==> src/hdl/ddo_pkg.sv <==
// Package: shared constants, tables, state and command types for the odometry block.
package ddo_pkg;

  localparam int COUNTER_BITS_DEF = 16;
  localparam int CORDIC_ITER_DEF  = 24;

  localparam int CFG_DATA_W = 32;
  localparam int CFG_IDX_W  = 2;

  // register indexes
  localparam logic [CFG_IDX_W-1:0] REG_DIST_PER_COUNT  = 2'd0;
  localparam logic [CFG_IDX_W-1:0] REG_ANGLE_PER_DIFF  = 2'd1;
  localparam logic [CFG_IDX_W-1:0] REG_STOP_DISTANCE   = 2'd2;

  // item command codes
  localparam logic CMD_ORIGIN = 1'b0;
  localparam logic CMD_TICK   = 1'b1;

  localparam logic [31:0] DIST_PER_COUNT_RST = 32'd455393;
  localparam logic [23:0] ANGLE_PER_DIFF_RST = 24'd252537;
  localparam logic [31:0] STOP_DISTANCE_RST  = 32'd3355443;

  // CORDIC start vector: reciprocal of the limit gain, Q2.30
  localparam logic [31:0] INV_GAIN_Q30 = 32'd652032874;

  localparam logic [31:0] ATAN_LUT [32] = '{
    32'h20000000, 32'h12E4051E, 32'h09FB385B, 32'h051111D4, 32'h028B0D43,
    32'h0145D7E1, 32'h00A2F61E, 32'h00517C55, 32'h0028BE53, 32'h00145F2F,
    32'h000A2F98, 32'h000517CC, 32'h00028BE6, 32'h000145F3, 32'h0000A2FA,
    32'h0000517D, 32'h000028BE, 32'h0000145F, 32'h00000A30, 32'h00000518,
    32'h0000028C, 32'h00000146, 32'h000000A3, 32'h00000051, 32'h00000029,
    32'h00000014, 32'h0000000A, 32'h00000005, 32'h00000003, 32'h00000001,
    32'h00000001, 32'h00000000
  };

  typedef enum logic [3:0] {
    ST_IDLE, ST_MUL_T, ST_MUL_H, ST_ANGLE, ST_ROT,
    ST_MUL_X, ST_MUL_Y, ST_POSE_Y, ST_DONE
  } ddo_state_e;

  typedef enum logic [3:0] {
    OP_NONE, OP_LOAD, OP_MUL_T, OP_MUL_H, OP_ANGLE,
    OP_ROT, OP_MUL_X, OP_MUL_Y, OP_POSE_Y
  } ddo_op_e;

  typedef struct packed {
    ddo_op_e     op;
    logic [4:0]  step;      // CORDIC iteration index
    logic        out_load;  // move pose into the output register
  } ddo_cmd_t;

  typedef struct packed {
    logic rot_last;
  } ddo_status_t;

endpackage

==> src/hdl/ddo_ctrl.sv <==
// Controller: sequences one item through the datapath and owns the handshakes.
module ddo_ctrl #(
  parameter int CORDIC_ITERATIONS = ddo_pkg::CORDIC_ITER_DEF
) (
  input  logic                 clk_i,
  input  logic                 rst_ni,
  input  logic                 in_valid_i,
  input  logic                 in_command_i,
  output logic                 in_ready_o,
  output logic                 out_valid_o,
  input  logic                 out_ready_i,
  input  ddo_pkg::ddo_status_t status_i,
  output ddo_pkg::ddo_cmd_t    cmd_o
);
  import ddo_pkg::*;

  localparam int IW = $clog2(CORDIC_ITERATIONS);

  ddo_state_e    state_q, state_d;
  logic [IW-1:0] cnt_q, cnt_d;
  logic          out_valid_q, out_valid_d;

  always_ff @(posedge clk_i or negedge rst_ni) begin
    if (!rst_ni) begin
      state_q     <= ST_IDLE;
      cnt_q       <= '0;
      out_valid_q <= 1'b0;
    end else begin
      state_q     <= state_d;
      cnt_q       <= cnt_d;
      out_valid_q <= out_valid_d;
    end
  end

  always_comb begin
    state_d      = state_q;
    cnt_d        = cnt_q;
    out_valid_d  = out_valid_q && !out_ready_i;
    cmd_o.op     = OP_NONE;
    cmd_o.step   = 5'(cnt_q);
    cmd_o.out_load = 1'b0;
    in_ready_o   = (state_q == ST_IDLE);
    unique case (state_q)
      ST_IDLE: begin
        if (in_valid_i) begin
          cmd_o.op = OP_LOAD;
          state_d  = in_command_i ? ST_MUL_T : ST_DONE;
        end
      end
      ST_MUL_T: begin
        cmd_o.op = OP_MUL_T;
        state_d  = ST_MUL_H;
      end
      ST_MUL_H: begin
        cmd_o.op = OP_MUL_H;
        state_d  = ST_ANGLE;
      end
      ST_ANGLE: begin
        cmd_o.op = OP_ANGLE;
        cnt_d    = '0;
        state_d  = ST_ROT;
      end
      ST_ROT: begin
        cmd_o.op = OP_ROT;
        if (status_i.rot_last) begin
          state_d = ST_MUL_X;
        end else begin
          cnt_d = cnt_q + 1'b1;
        end
      end
      ST_MUL_X: begin
        cmd_o.op = OP_MUL_X;
        state_d  = ST_MUL_Y;
      end
      ST_MUL_Y: begin
        cmd_o.op = OP_MUL_Y;
        state_d  = ST_POSE_Y;
      end
      ST_POSE_Y: begin
        cmd_o.op = OP_POSE_Y;
        state_d  = ST_DONE;
      end
      ST_DONE: begin
        if (!out_valid_q || out_ready_i) begin
          cmd_o.out_load = 1'b1;
          out_valid_d    = 1'b1;
          state_d        = ST_IDLE;
        end
      end
      default: state_d = ST_IDLE;
    endcase
  end

  assign out_valid_o = out_valid_q;

endmodule

==> config.mk <==
export PLATFORM = sky130hd
export DESIGN_NAME = ddo_ctrl
export DESIGN_NICKNAME = d
export VERILOG_FILES = /design/src/hdl/ddo_pkg.sv /design/src/hdl/ddo_ctrl.sv
export SDC_FILE = /design/constraint.sdc
export NUM_CORES = 1
export LEC_CHECK = 0
export BUFFER_PORTS_ARGS = -buffer_cell sky130_fd_sc_hd__buf_4
export CORE_AREA = 2 2 39 41
export CTS_CLUSTER_DIAMETER = 100
export CTS_CLUSTER_SIZE = 8
export DETAILED_ROUTE_END_ITERATION = 16
export DIE_AREA = 0 0 41 43
export HOLD_SLACK_MARGIN = 0.06
export PLACE_DENSITY = 0.66
export SETUP_SLACK_MARGIN = 0.15
export SLEW_MARGIN = 5
export SYNTH_ARGS = -nofsm -noshare
export SYNTH_HDL_FRONTEND = slang
export SYNTH_SLANG_ARGS = --single-unit
==> constraint.sdc <==
create_clock -name clk_i -period 2.1 [get_ports clk_i]
set_input_delay 0.315 -clock clk_i [delete_from_list [all_inputs] [get_ports clk_i]]
set_output_delay 0.315 -clock clk_i [all_outputs]
set_load 0.005 [all_outputs]
======== Word-level counts from Yosys, hierarchy flattened ========
Index checks and enable logic that the tools add are counted.
Widths: inputs -> output; s select.
storage, ports and cells
  flip-flop bits (word level) ............. 10
  output and inout bits ................... 12
  bits of input ports ..................... 6
  word-level logic and storage cells ...... 37
cells by class
  muxes and demuxes ....................... 13
  reduce and logical (&&, ||, !) cells .... 8
  eq/ne operators ......................... 12
  add/sub/neg operators ................... 1
operators with widths
  cell                 number
  $pmux 4 s9           1
  $pmux 4 s8           1
  $eq 4x3->1 const B   4
  $mux 4               4
  $pmux 5 s2           1
  $eq 4x2->1 const B   2
  $ne 2x2->1 const B   4
  $add 5x1->5 const B  1
  $mux 1               5
  $mux 5               1
  $eq 4x1->1 const B   1
  $eq 4x4->1 const B   1
  $logic_not 4->1      1
  $reduce_and 3->1     1
  $logic_not 1->1      2
  $reduce_and 2->1     1
  $reduce_bool 2->1    1
  $logic_and 1x1->1    1
  $logic_or 1x1->1     1

======== Longest topological paths before layout ========
Gate-level depths: netlist of run 1.
  depth in word-level cells ............... 4
  mapped depth ............................ 5
  gate-level depth less buffers ........... 4

======== Worst setup path after synthesis of run 1 ========
OpenSTA, ideal clock, no wires.
  kind .................................... reg-to-reg
  from .................................... register state_q[1]
  to ...................................... register cnt_q[4]
  arrival time ............................ 1.574 ns
  required time ........................... 2.022 ns
  setup slack ............................. 0.448 ns
  stages on the path, launching flop included .. 5
  path buffers ............................ 1
  period minus slack after synthesis ...... 1.652 ns
  setup time .............................. 0.078 ns
  cell sequence ........................... dfrtp_1 or4b_1 clkbuf_2 or4_1 a21boi_1
on the way
  word-level cells in the longest chain between the ends .. 3
  elaborated cells on any way between the ends .. 6
  classes of those cells .................. 3 x eq/ne; 1 x mux; 2 x reduce/logical
RTL lines
  item                                                                     line            RTL
  from (decl)                                                              ddo_ctrl.sv:19  ddo_state_e state_q, state_d;
  from (signal assigned)                                                   ddo_ctrl.sv:29  state_q <= state_d;
  $eq 4x3->1 / $eq 4x2->1 (equally long branches)                          ddo_ctrl.sv:43  unique case (state_q)
  $ne 2x2->1 (no source line) / $reduce_bool 2->1 (equally long branches)  n/a
  $reduce_and 2->1 (no source line)                                        n/a
  to (signal assigned)                                                     ddo_ctrl.sv:30  cnt_q <= cnt_d;
  to (decl)                                                                ddo_ctrl.sv:20  logic [IW-1:0] cnt_q, cnt_d;
Several ways; a longest one is shown, not always the timed one.
A chain may end at the register's enable or synchronous reset.

======== Final worst setup path of run 1 ========
Ends and elaborated chain as after synthesis.

==> results of run 1 <==
## cells by family (layout without fill, tap and decap cells)
kind of cell | after synthesis | in the layout | synth area share
AND/OR/NAND/NOR | 28 | 28 | 0.274
buffers and inverters | 8 | 26 | 0.0686
multiplexers | 3 | 3 | 0.0531
XOR/XNOR | 2 | 2 | 0.0310
flip-flops | 10 | 10 | 0.442
AO/OA/AOI/OAI | 8 | 8 | 0.108
adder cells (fa/ha/maj) | 1 | 1 | 0.0221
## layer usage
metal,part of all wire,up-vias
met5,0,-
met1,0.48,223
met3,0.060,2
met2,0.44,16
met4,0.017,0
li1,-,252
## worst max path at each step
stage          startpoint       end  slack, ns  cells past startpoint
2_1_floorplan  state_q[1]  cnt_q[4]       0.45                      4
3_3_place_gp   state_q[1]  cnt_q[4]       0.44                      3
3_5_place_dp   state_q[1]  cnt_q[4]       0.39                      3
4_1_cts        state_q[1]  cnt_q[4]       0.38                      3
5_1_grt        state_q[1]  cnt_q[4]       0.29                      3
6_report       state_q[1]  cnt_q[4]       0.38                      3
## stage by stage
| step | cell area [µm²] | hold slack [ns] | power [mW] | util |
|---|---|---|---|---|
| finish | 741 | 0.357 | 1.04 | 0.535 |
| global route | 741 | 0.378 | 1.16 | 0.535 |
| CTS | 741 | 0.349 | 1.05 | 0.535 |
| detailed placement | 708 | 0.151 | 0.921 | 0.512 |
| global placement | 708 | 0.151 | 0.918 | 0.512 |
| floorplan | 566 | 0.0194 | 0.702 | - |
## power groups by stage
stage          registers (mW)  logic (mW)  clock network [mW]
3_5_place_dp            0.333       0.588                   0
3_3_place_gp            0.330       0.588                   0
5_1_grt                 0.342       0.668               0.145
2_1_floorplan           0.329       0.373                   0
4_1_cts                 0.329       0.592               0.133
6_report                0.329       0.582               0.128
## worst reg2reg max path, stage by stage, from the launching register on
cell,delay [ns]
dfrtp_1,0.37
or4b_1,0.62
or4_1,0.51
a21boi_1,0.15
## what timing repair did
action	4_1_cts	5_1_grt
hold buffers	1	0
setup endpoints to repair	0	0
endpoints found under the hold margin	10	0
## sequential cells by signal (all words and copies together), names as in the netlist
name and count:
out_valid_o 1, cnt_q 5, state_q 4
## Yosys cell counts
library cell and count:
a211oi_1 1, ha_1 1, mux2i_1 3, or4bb_1 1, o31ai_1 2, xnor2_1 1
clkbuf_2 1, nand2b_1 1, buf_4 2, inv_1 1, clkbuf_1 4, nand3_1 2
or4b_1 1, o32ai_1 1, a2111oi_0 1, nor3b_1 2, or4_1 2, nor4_1 3
xor2_1 1, nand2_1 6, and3_1 1, dfrtp_1 10, a21boi_1 2, a31oi_1 1
nor2b_1 1, nor2_1 5, nor3_1 3
## final cells by class
class,count,area share
clock buffers,3,0.0304
well taps,16,0.0270
flip-flops and latches,10,0.338
multi-input cells,42,0.373
repair buffers,22,0.226
inverters,1,0.00507
==> impl_results.md, run 1 <==
* Run status: complete, no violations
* # rows at 14
* Post-CTS setup buffers at 0
* Seq/Total Area, Yosys at 0.442
* Max-slew headroom at 0.763
* Final Max Slew Viols at 0
* Share of cells above drive strength 1 at 0.308
* Net switching power at approximately 0.40 mW
* Reg2reg end: cnt_q[4]
* Setup TNS at 0 ns
* Pre-antenna DRT Iters at 2
* Mapped cell area at approximately 570 µm²
* Vias in the first global route at around 430
* Pre-CTS WS at roughly 0.39 ns
* Initial core utilization at 0.409
* Type of the most critical hold path: in -> reg
* RSZ-0062 raised after global routing: no
* Critical path required time at around 2.3 ns
* Tmin final at approximately 1.7 ns
* Total GRT Usage at 0.169
* Critical path launch point type: register
* Slew @ Worst Pin at 0.347 ns
* Number of buffers and inverters on the critical path at 0
* Vias/cell at roughly 5.2
* Register area at about 250 µm²
* Worst endpoint data arrival time at 1.91 ns
* DRC viols at 0
* Die X at approximately 40 µm
* Endpoint class of the critical path: register
* Grt met1 use at 0.248
* Worst-path clk slew at about 0.060 ns
* Sw Share at 0.380
* CP peak stage delay at slightly above 0.6 ns
* Io pins at 18
* Yosys top cell by area: dfrtp_1
* Max Cap Viol at 0
* Yosys top cell area share at 0.442
* Total Routed Length at around 1100 µm
* Area contributors post-synth: dfrtp_1, mux2i_1, nand2_1
* Met2 usage at 0.203
* CP Cell Sequence: or4b_1, or4_1, a21boi_1
* Final Wtd Congestion at about 0.64
* Flop pwr share at 0.317
* First-pass GRT wire length at 1950 µm
* H-tree Lvls at 1
* Placed Cells incl. Taps at 90
* Clock Power Share at 0.123
* Distinct cells, synth at 27
* Largest net degree at the start of global routing at 13
* Clk_lat worst skew at around 0.26 ns
* Hpwl dp at 831 µm
* Ys Warns at 0
* Power per Cell Area at 1400 nW/µm²
* Final cell count without fillers at between 90 and 100
* Clock Sinks at 10
* Die area at around 1800 µm²
* Chip height at around 43 µm
* CTS Root Cell: clkbuf_4
* Total congestion overflow at 0
* Hold depth at 3
* Iter 0 DRT Violations at 5
* VDD IR-drop max at between 0.0006 and 0.0007 V
* Cell Int Power at ~0.64 mW
* Area of the multi-input gates at 277 µm²
* Port Buffers at 17
* CTS tree: done
* Worst reg2reg setup slack at approximately 0.38 ns
* Via count at around 490
* Top delay family on crit path: simple AND/OR/NAND/NOR gates
* Most frequent cells in the layout: buf_4, dfrtp_1, nand2_1
* Grt peak-use layer: met1
* R2R depth at 3
* # nets final at 87
* #FFs+latches synth at 10
* Layout area overhead at 31.0%
* Hold Path Origin: out_ready_i
* Crit path max fanout at 6
* Synthesized Nets at 67
* Clk buf depth at 2
* Post-Syn Instances at 60
* Fin. Hold Viols at 0
* Ant diodes at 0
* Initial antenna violation count at 0
* Detail Route Antenna Nets at 0
* Total CTS buffers at 3
* WS Path Type: reg -> reg
* Syn avg cell area at approximately 9.4 µm²
* Filler cells at approximately 140
* Fin Clk Skew at between 0.0015 and 0.002 ns
* Setup violations, final at 0
* Hold endpoint: out_valid_o
* Slowest CP cell: or4b_1
* F_max at around 580 MHz
* Most common library cell in the layout ignoring fill and taps: buf_4
* Cell leakage power at 0.347 nW
* Post-cts sizing count at 0
* Combinational power share at 0.560
* Period Utilization, post-route at 0.819
* Setup WS post-layout at 0.380 ns
* Grt met3 use at 0.0471
* Reg2reg start: state_q[1]
* Wire length per cell at 11.8 µm
* Core Area at between 1000 and 1500 µm²
No activity file was read; power rests on OpenSTA's default activity.
==> run 2: changes to the inputs <==
--- a/config.mk
+++ b/config.mk
@@ -6,13 +6,13 @@
 export NUM_CORES = 1
 export LEC_CHECK = 0
 export BUFFER_PORTS_ARGS = -buffer_cell sky130_fd_sc_hd__buf_4
-export CORE_AREA = 2 2 39 41
+export CORE_MARGIN = 1
+export CORE_UTILIZATION = 42
 export CTS_CLUSTER_DIAMETER = 100
 export CTS_CLUSTER_SIZE = 8
 export DETAILED_ROUTE_END_ITERATION = 16
-export DIE_AREA = 0 0 41 43
 export HOLD_SLACK_MARGIN = 0.06
-export PLACE_DENSITY = 0.66
+export PLACE_DENSITY = 0.69
 export SETUP_SLACK_MARGIN = 0.15
 export SLEW_MARGIN = 5
 export SYNTH_ARGS = -nofsm -noshare
==> constraint.sdc (replaced) <==
create_clock -name clk_i -period 1.4 [get_ports clk_i]
set_input_delay 0.21 -clock clk_i [delete_from_list [all_inputs] [get_ports clk_i]]
set_output_delay 0.21 -clock clk_i [all_outputs]
set_load 0.005 [all_outputs]
==> run 2 against run 1 <==
The flow now finishes with violations (setup timing). Utilization grew 32 points. Setup slack got worse by 0.65 ns. Clock skew is 0.0014 ns lower. Via count grew 25%. Wire length grew 77%. Die area shrank 15%. Largest cell class unchanged.
==> impl_results.md, run 2 (synthesis results as in run 1) <==
* Most common library cell in the layout ignoring fill and taps: buf_4
* # nets final at roughly 100
* WP depth at 3
* Largest net degree at the start of global routing at 13
* Worst endpoint data arrival time at between 1.5 and 2 ns
* Share of cells above drive strength 1 at 0.581
* Die area at ~1500 µm²
* CP peak stage delay at 0.57 ns
* Io pins at 18
* Ant diodes at 0
* Setup violations, final at 14
* H-tree Lvls at 1
* First-pass GRT wire length at between 2000 and 3000 µm
* Sw Share at 0.395
* Initial core utilization at 0.483
* Vias/cell at approximately 5.7
* Worst reg2reg setup slack at -0.27 ns
* Fin area at slightly above 1000 µm²
* Chip height at 38.7 µm
* Pre-antenna DRT Iters at 4
* Setup TNS at -2.16 ns
* Critical path required time at between 1.5 and 2 ns
* Post-Place Cell Area at ~730 µm²
* Fin Clk Skew at approximately 0.0005 ns
* Max-slew headroom at 0.717
* Total CTS buffers at 3
* Via count at 615
* Iter 0 DRT Violations at 9
* Cell leakage power at 0.464 nW
* Type of the most critical hold path: in -> reg
* Reg2reg start: state_q[1]
* Total Routed Length at about 2000 µm
* Power per Cell Area at 2480 nW/µm²
* Flop pwr share at 0.205
* RSZ-0062 raised after global routing: yes
* Cell Int Power at about 1.5 mW
* Total GRT Usage at 0.260
* Hold Path Origin: status_i
* WS Path Type: reg -> reg
* Worst Setup EP: cnt_q[4]
* Slowest CP cell: or4b_4
* Period Utilization, post-route at 1.20
* Die X at slightly below 40 µm
* VDD IR-drop max at 0.00153 V
* Met2 usage at 0.471
* Setup WS post-layout at -0.274 ns
* Layout area overhead at 77.9%
* Combinational power share at 0.690
* Total congestion overflow at 0
* Clk_lat worst skew at 0.26 ns
* Fin. Hold Viols at 0
* Clock Power Share at 0.105
* CTS Root Cell: clkbuf_4
* Core Area at 1170 µm²
* Grt peak-use layer: met2
* Wire length per cell at 18.3 µm
* Grt met3 use at 0.0751
* Failing checks: setup timing
* DRC viols at 0
* Endpoint class of the critical path: register
* Final Wtd Congestion at between 0.7 and 0.8
* Final Max Slew Viols at 0
* Tmin final at ~1.7 ns
* Detail Route Antenna Nets at 0
* Top delay family on crit path: simple AND/OR/NAND/NOR gates
* Number of flip-flops in the largest register at 5
* Critical path launch point type: register
* Worst-path clk slew at 0.07 ns
* F_max at around 600 MHz
* Grt met1 use at 0.311
* Vias in the first global route at between 500 and 600
* Port Buffers at 17
* Max Cap Viol at 0
* Clock Sinks at 10
* # rows at 12
* Slew @ Worst Pin at just over 0.4 ns
* Crit path max fanout at 5
* Hold Slack at between 0.2 and 0.3 ns
* Register name with the most flops: cnt_q
* Number of buffers and inverters on the critical path at 0
* Net switching power at 0.986 mW
* CP Cell Sequence: or4b_4, or4_1, a21boi_1
* R2R depth at 3
* Filler cells at between 50 and 60
* Critical path startpoint: state_q[1]
* Run status: finished, violations left
* Reg2reg end: cnt_q[4]
* Initial antenna violation count at 0
* Clk buf depth at 2
* Hpwl dp at just under 900 µm
* Most frequent cells in the layout: buf_4, dfrtp_1, nand2_1
* CTS tree: done
run 2: cell types whose count changed in the layout (fill, tap and decap cells not counted), moves of 2 or more:
cell | before | now
nor4_4 | 0 | 2
nor3b_2 | 0 | 2
buf_4 | 21 | 30
nor4_1 | 3 | 0
nor3_4 | 0 | 2
nor3b_1 | 2 | 0
nor3_1 | 3 | 0
buf_6 | 0 | 4
run 2: timing repair:
action | CTS | global route
resized for setup | 20 | 8
hold buffers | 1 | 0
endpoints found under the hold margin | 10 | 0
buffers inserted | 11 | 0
setup endpoints to repair | 12 | 14
pin swaps | 10 | 4
run 2: through the flow:
| step | setup WS, ns | instances | power (mW) | utilization |
|---|---|---|---|---|
| finish | -0.274 | 107 | 2.50 | 0.859 |
| global route | -0.314 | 107 | 2.62 | 0.859 |
| CTS | -0.243 | 107 | 2.22 | 0.816 |
| detailed placement | -0.281 | 91 | 1.43 | 0.622 |
| global placement | -0.220 | 91 | 1.41 | 0.622 |
| floorplan | -0.235 | 60 | 1.06 | - |
run 2: worst min path at each step:
stage                  end  slack (ns)  cells past startpoint
2_1_floorplan     cnt_q[0]       -0.09                      0
3_3_place_gp      cnt_q[4]        0.05                      1
3_5_place_dp      cnt_q[3]        0.05                      1
4_1_cts        out_valid_o        0.25                      3
5_1_grt           cnt_q[3]        0.27                      3
6_report          cnt_q[2]        0.27                      3
run 2: metal layers:
layer	share of wire	up-vias
met3	0.051	6
met2	0.51	25
li1	-	282
met4	0.029	0
met5	0	-
met1	0.41	302
run 2: worst register-to-register path, delay by kind of cell (launching register included):
family,cells,cell delay (ns)
DFF,1,0.39
and+or+nand+nor,2,1.06
AOI/OAI and AO/OA,1,0.15
run 2: area by class of cell:
class                   instances  area [µm²]  share of cell area
clock buffers                   4        36.3              0.0361
multi-input cells              42         398               0.396
well taps                      14        17.5              0.0174
flip-flops and latches         10         250               0.249
inverters                       1        3.75             0.00373
repair buffers                 36         300               0.299
run 2: power groups by stage:
stage	Sequential, mW	Combinational [mW]	Clock, mW
finish	0.512	1.72	0.262
global route	0.523	1.82	0.277
CTS	0.497	1.46	0.263
detailed placement	0.496	0.938	0
global placement	0.489	0.919	0
floorplan	0.494	0.564	0
